$ cat config.mk
export PLATFORM = sky130hd
export DESIGN_NAME = opt_ctrl
export DESIGN_NICKNAME = d
export VERILOG_FILES = /design/src/opt_pkg.sv /design/src/opt_ctrl.sv
export SDC_FILE = /design/constraint.sdc
export NUM_CORES = 1
export LEC_CHECK = 0
export BUFFER_PORTS_ARGS = -buffer_cell sky130_fd_sc_hd__buf_2
export CAP_MARGIN = 5
export CORE_MARGIN = 1.5
export CORE_UTILIZATION = 49
export DETAILED_ROUTE_END_ITERATION = 8
export HOLD_SLACK_MARGIN = 0.12
export PLACE_DENSITY = 0.81
export SETUP_SLACK_MARGIN = 0.02
export SYNTH_ARGS = -nofsm -noshare
export SYNTH_HDL_FRONTEND = slang
export SYNTH_SLANG_ARGS = --single-unit
$ cat constraint.sdc
create_clock -name clk -period 2.91 [get_ports clk]
set_clock_uncertainty 0.05 [all_clocks]
set_input_delay 0.1455 -clock clk [delete_from_list [all_inputs] [get_ports clk]]
set_output_delay 0.1455 -clock clk [all_outputs]
set_load 0.005 [all_outputs]
$ cat src/opt_pkg.sv
package opt_pkg;

  localparam int CHANNELS      = 8;
  localparam int HISTORY_DEPTH = 64;
  localparam int COORD_BITS    = 16;

  // Field widths are fixed by the interface
  localparam int CHAN_W = 3;
  localparam int FLD_W  = 16;

  localparam int CRD_W    = (COORD_BITS < FLD_W) ? COORD_BITS : FLD_W;
  localparam int CH_IDX_W = (CHANNELS > 1) ? $clog2(CHANNELS) : 1;
  localparam int HD_W     = (HISTORY_DEPTH > 1) ? $clog2(HISTORY_DEPTH) : 1;
  localparam int LEN_W    = $clog2(HISTORY_DEPTH + 1);
  localparam int SUM_W    = CRD_W + $clog2(HISTORY_DEPTH);
  localparam int BOX_W    = 4 * CRD_W;
  localparam int DCNT_W   = $clog2(SUM_W + 1);
  localparam int RC_W     = 9;
  localparam int RC_MAX   = 511;

  // Configuration registers
  localparam int CFG_IDX_W  = 2;
  localparam int CFG_DATA_W = 16;
  localparam logic [CFG_IDX_W-1:0] CFG_TRIG_DLY      = 2'd0;
  localparam logic [CFG_IDX_W-1:0] CFG_REJECT_LIMIT  = 2'd1;
  localparam logic [CFG_IDX_W-1:0] CFG_IOU_THRESHOLD = 2'd2;
  localparam int TD_W  = 9;
  localparam int RL_W  = 8;
  localparam int THR_W = 16;
  localparam logic [TD_W-1:0]  TD_RESET  = 9'd30;
  localparam logic [RL_W-1:0]  RL_RESET  = 8'd5;
  localparam logic [THR_W-1:0] THR_RESET = 16'd32768;

  // Divide by five as multiply by 205 and shift by 10 (exact below 1024)
  localparam int RECIP5   = 205;
  localparam int RECIP5_W = 8;
  localparam int RECIP5_SH = 10;

  typedef struct packed {
    logic [CHAN_W-1:0] channel;
    logic [FLD_W-1:0]  left;
    logic [FLD_W-1:0]  top;
    logic [FLD_W-1:0]  right;
    logic [FLD_W-1:0]  bottom;
  } in_data_t;

  typedef struct packed {
    logic alarm;
    logic accepted;
    logic cleared;
  } out_data_t;

  typedef struct packed {
    logic load;
    logic div_start;
    logic div_step;
    logic geo;
    logic mul1;
    logic uni;
    logic mul2;
    logic cmp;
    logic set_pass;
    logic rd_head;
    logic drop;
    logic push;
    logic rej;
    logic clear;
    logic alarm;
    logic commit;
    logic out_load;
  } cmd_t;

  typedef struct packed {
    logic ch_bad;
    logic len_zero;
    logic pass;
    logic full;
    logic rc_over;
    logic need_alarm;
    logic out_busy;
  } status_t;

endpackage

$ cat src/opt_ctrl.sv
module opt_ctrl (
  input  logic             clk,
  input  logic             rst_n,
  input  logic             in_valid,
  output logic             in_ready,
  input  opt_pkg::status_t st,
  output opt_pkg::cmd_t    cmd
);

  localparam logic [3:0] S_IDLE   = 4'd0;
  localparam logic [3:0] S_CHK    = 4'd1;
  localparam logic [3:0] S_DIV    = 4'd2;
  localparam logic [3:0] S_GEO    = 4'd3;
  localparam logic [3:0] S_MUL1   = 4'd4;
  localparam logic [3:0] S_UNI    = 4'd5;
  localparam logic [3:0] S_MUL2   = 4'd6;
  localparam logic [3:0] S_CMP    = 4'd7;
  localparam logic [3:0] S_UPD    = 4'd8;
  localparam logic [3:0] S_DROP1  = 4'd9;
  localparam logic [3:0] S_PUSH   = 4'd10;
  localparam logic [3:0] S_DEC    = 4'd11;
  localparam logic [3:0] S_DROP2  = 4'd12;
  localparam logic [3:0] S_COMMIT = 4'd13;
  localparam logic [3:0] S_DONE   = 4'd14;

  logic [3:0]                  state_r, state_nxt;
  logic [opt_pkg::DCNT_W-1:0]  cnt_r, cnt_nxt;

  // Sequence one item through check, divide, overlap, update and result
  always_comb begin
    state_nxt = state_r;
    cnt_nxt   = cnt_r;
    cmd       = '0;
    in_ready  = 1'b0;
    case (state_r)
      S_IDLE: begin
        in_ready = 1'b1;
        if (in_valid) begin
          cmd.load  = 1'b1;
          state_nxt = S_CHK;
        end
      end
      S_CHK: begin
        if (st.ch_bad) begin
          state_nxt = S_DONE;
        end else if (st.len_zero) begin
          cmd.set_pass = 1'b1;
          state_nxt    = S_UPD;
        end else begin
          cmd.div_start = 1'b1;
          cnt_nxt       = '0;
          state_nxt     = S_DIV;
        end
      end
      S_DIV: begin
        cmd.div_step = 1'b1;
        cnt_nxt      = cnt_r + 1'b1;
        if (cnt_r == opt_pkg::DCNT_W'(opt_pkg::SUM_W - 1)) state_nxt = S_GEO;
      end
      S_GEO: begin
        cmd.geo   = 1'b1;
        state_nxt = S_MUL1;
      end
      S_MUL1: begin
        cmd.mul1  = 1'b1;
        state_nxt = S_UNI;
      end
      S_UNI: begin
        cmd.uni   = 1'b1;
        state_nxt = S_MUL2;
      end
      S_MUL2: begin
        cmd.mul2  = 1'b1;
        state_nxt = S_CMP;
      end
      S_CMP: begin
        cmd.cmp   = 1'b1;
        state_nxt = S_UPD;
      end
      S_UPD: begin
        if (st.pass) begin
          if (st.full) begin
            cmd.rd_head = 1'b1;
            state_nxt   = S_DROP1;
          end else begin
            state_nxt = S_PUSH;
          end
        end else begin
          cmd.rej   = 1'b1;
          state_nxt = S_DEC;
        end
      end
      S_DROP1: begin
        cmd.drop  = 1'b1;
        state_nxt = S_PUSH;
      end
      S_PUSH: begin
        cmd.push  = 1'b1;
        state_nxt = S_DEC;
      end
      S_DEC: begin
        if (st.rc_over) begin
          cmd.clear = 1'b1;
          state_nxt = S_COMMIT;
        end else if (st.need_alarm) begin
          cmd.rd_head = 1'b1;
          cmd.alarm   = 1'b1;
          state_nxt   = S_DROP2;
        end else begin
          state_nxt = S_COMMIT;
        end
      end
      S_DROP2: begin
        cmd.drop  = 1'b1;
        state_nxt = S_COMMIT;
      end
      S_COMMIT: begin
        cmd.commit = 1'b1;
        state_nxt  = S_DONE;
      end
      S_DONE: begin
        if (!st.out_busy) begin
          cmd.out_load = 1'b1;
          state_nxt    = S_IDLE;
        end
      end
      default: begin
        state_nxt = S_IDLE;
      end
    endcase
  end

  always_ff @(posedge clk) begin
    if (!rst_n) begin
      state_r <= S_IDLE;
      cnt_r   <= '0;
    end else begin
      state_r <= state_nxt;
      cnt_r   <= cnt_nxt;
    end
  end

endmodule

==> results_dict.tcl <==
set metrics [dict create \
    critical_path_depth 3 \
    h-tree-depth 1 \
    crit_family "simple AND/OR/NAND/NOR gates" \
    finalMaxSlewViolations 0 \
    clk_pin_slew_ps 70 \
    dp_slack_ps 979 \
    cp_cell_sequence "nor4b_1 > and2_1 > buf_2" \
    die_x_microns 40.1 \
    holdWs_ps 141 \
    grt_pass1_wl_mm 2.46 \
    finalNonFillerCells 139 \
    ir_worst_vdd_uv 539 \
    ys_top_cells_by_area "dfxtp_1 (27%), a21oi_1 (5.9%), nor3_1 (5.9%), nor2_1 (5.6%), nand2_1 (5.0%)" \
    dieArea_sq_mm 0.00161 \
    syn_nets 108 \
    place_inst 134 \
    yosysTopAreaCell "dfxtp_1" \
    worst_ep_arrival_time_ps 1760 \
    power_uw 598 \
    layout_common_cells "buf_2 (27), nor2_1 (10), nand2_1 (9), dfxtp_1 (9)" \
    max_stage_delay_ps 640 \
    globalplace.congestion 0.843 \
    wl_mm 1.68 \
    timing.rr.start "state_r[1]" \
    core_sq_mm 0.00128 \
    rsz0062_at_grt "false" \
    io_pins 28 \
    area_growth_pct 25.9 \
    cts_hold_buffers 1 \
    fmax_ghz 0.510 \
    cp.required_ps 2710 \
    synth_top_area_frac 0.267 \
    finalCritPeriodShare 0.674 \
    cap_violations 0 \
    gr-usage-all-layers 0.229 \
    drt_iter0_markers 22 \
    overflow 0 \
    hpwl_mm 1.25 \
    vias 780 \
    first_pass_iters 3 \
    hold_viol_final 0 \
    period_minus_slack_ps 1960 \
    power-per-cell-area_mw_per_mm2 703 \
    layout.nets 137 \
    worst_slack_ps 950 \
    avgRoutedWirePerCell_microns 12.1 \
    antenna_found_initial 0 \
    crit_type "reg2out" \
    crit_path_start "state_r[0]" \
    synth_cell_type_count 34 \
    clock_latency_ps 260 \
    ff2ff_setup_slack_ps 960 \
    reg2reg_depth 5 \
    ctsLongestPathBuffers 2 \
    ant_nets 0 \
    rr_endpoint "cnt_r[3]" \
    tns_ps 0 \
    cts.sinks 9 \
    start_util 0.526 \
    maxSlewHeadroom 0.669 \
    netlist_instances 96 \
    cp-start-kind "flop" \
    drive_above_1_share 0.274 \
    cts_tree "done" \
    cts_resized 0 \
    final_common_cell "buf_2" \
    viasPerCell 5.61 \
    tightest_slew_ps 489 \
    final_area_sq_um 851 \
    die_y_microns 40.1 \
    drcViolationCount 0 \
    cts_made_buffers 3 \
    post_dp_cell_area_sq_um 815 \
    setup_viol 0 \
    rows 13 \
    setup.worst_path.end_class "output pin" \
    worst-path-buf-inv 1 \
    synth_area_sq_um 676 \
    grt_max_degree 18 \
    cts_setup_buffers 0 \
    avgSynthCellArea_sq_um 7.04 \
    status "completed" \
    n_fill_cell 128 \
    diodes 0 \
    ys_seq_elements 9 \
    cp-endpoint "cmd[15]" \
    first_global_vias 590 \
    worstHoldPathType "in2reg" \
    synth_seq_area_share 0.267 \
    leakagePower_nw 0.394 \
    final_util 0.662 \
    clockRootBuffer "clkbuf_4" \
    io_buffers 27 \
    yosysWarningCount 0 \
    crit_fanout 17 \
    slowest_stage "dfxtp_1" \
]
## where the power goes
group | total (mW) | switching, mW | internal [mW]
Combinational | 0.265 | 0.137 | 0.128
Sequential | 0.233 | 0.0834 | 0.149
Clock | 0.100 | 0.0472 | 0.0530
Total | 0.598 | 0.268 | 0.330
## area by class of cell
cell class | instances | area (sq um) | share of cell area
Sequential cell | 9 | 180 | 0.212
Tap cell | 15 | 18.8 | 0.0221
Timing Repair Buffer | 28 | 145 | 0.171
Clock buffer | 4 | 26.3 | 0.0309
Multi-Input combinational cell | 76 | 454 | 0.534
Inverter | 7 | 26.3 | 0.0309
## flip-flops by register name (all words and copies together), names as in the netlist
register  count
cnt_r         5
state_r       4
## per-layer routing
metal	vias to the layer above	wire, microns	GRT usage
met5	-	0	0
met4	0	5	0.0776
met3	2	64	0.0500
met2	16	732	0.331
met1	359	880	0.329
li1	403	-	-
## worst min-delay path by stage
stage | end | depth (start not counted) | startpoint | slack [ps]
finish | state_r[3] | 3 | st[0] | 140
global route | state_r[3] | 3 | st[0] | 140
CTS | state_r[3] | 3 | st[0] | 150
detailed placement | cnt_r[1] | 2 | rst_n | 380
global placement | cnt_r[1] | 2 | rst_n | 370
floorplan | cnt_r[1] | 1 | rst_n | 220
## worst register-to-register path: stages, from the launching register on
cell and delay, ps:
dfxtp_1 600, or4b_4 550, inv_2 110, a21oi_2 60, or3_1 370, a21oi_1 140
## logic make-up (layout without fill, tap and decap cells)
kind of cell             Yosys count  after routing  synth area share
AO/OA/AOI/OAI                     22             22             0.202
XOR/XNOR                           1              1            0.0130
adder cells (fa/ha/maj)            2              2            0.0370
buffers and inverters             11             39            0.0611
flip-flops                         9              9             0.267
AND/OR/NAND/NOR                   51             51             0.420
## synth_stat cells
master     n
and3b_1    1
or4b_4     1
o22ai_1    1
nor3_1     8
and2_1     3
or2_2      1
ha_1       2
nand4b_1   1
and4b_1    1
clkbuf_1   4
nand3_1    3
nor4b_1    3
or4_1      1
dfxtp_1    9
nand2b_1   4
o211ai_1   1
a22oi_1    1
inv_1      6
o32a_1     1
a21oi_2    1
a211oi_1   1
nor4_1     1
inv_2      1
nor3b_1    1
o21ai_0    4
nor2b_1    1
a31oi_1    2
or3_1      2
a211o_1    1
nand2_1    9
xor2_1     1
a21oi_1    8
a21o_1     1
nor2_1    10
Power figures use the tool's default switching activity.
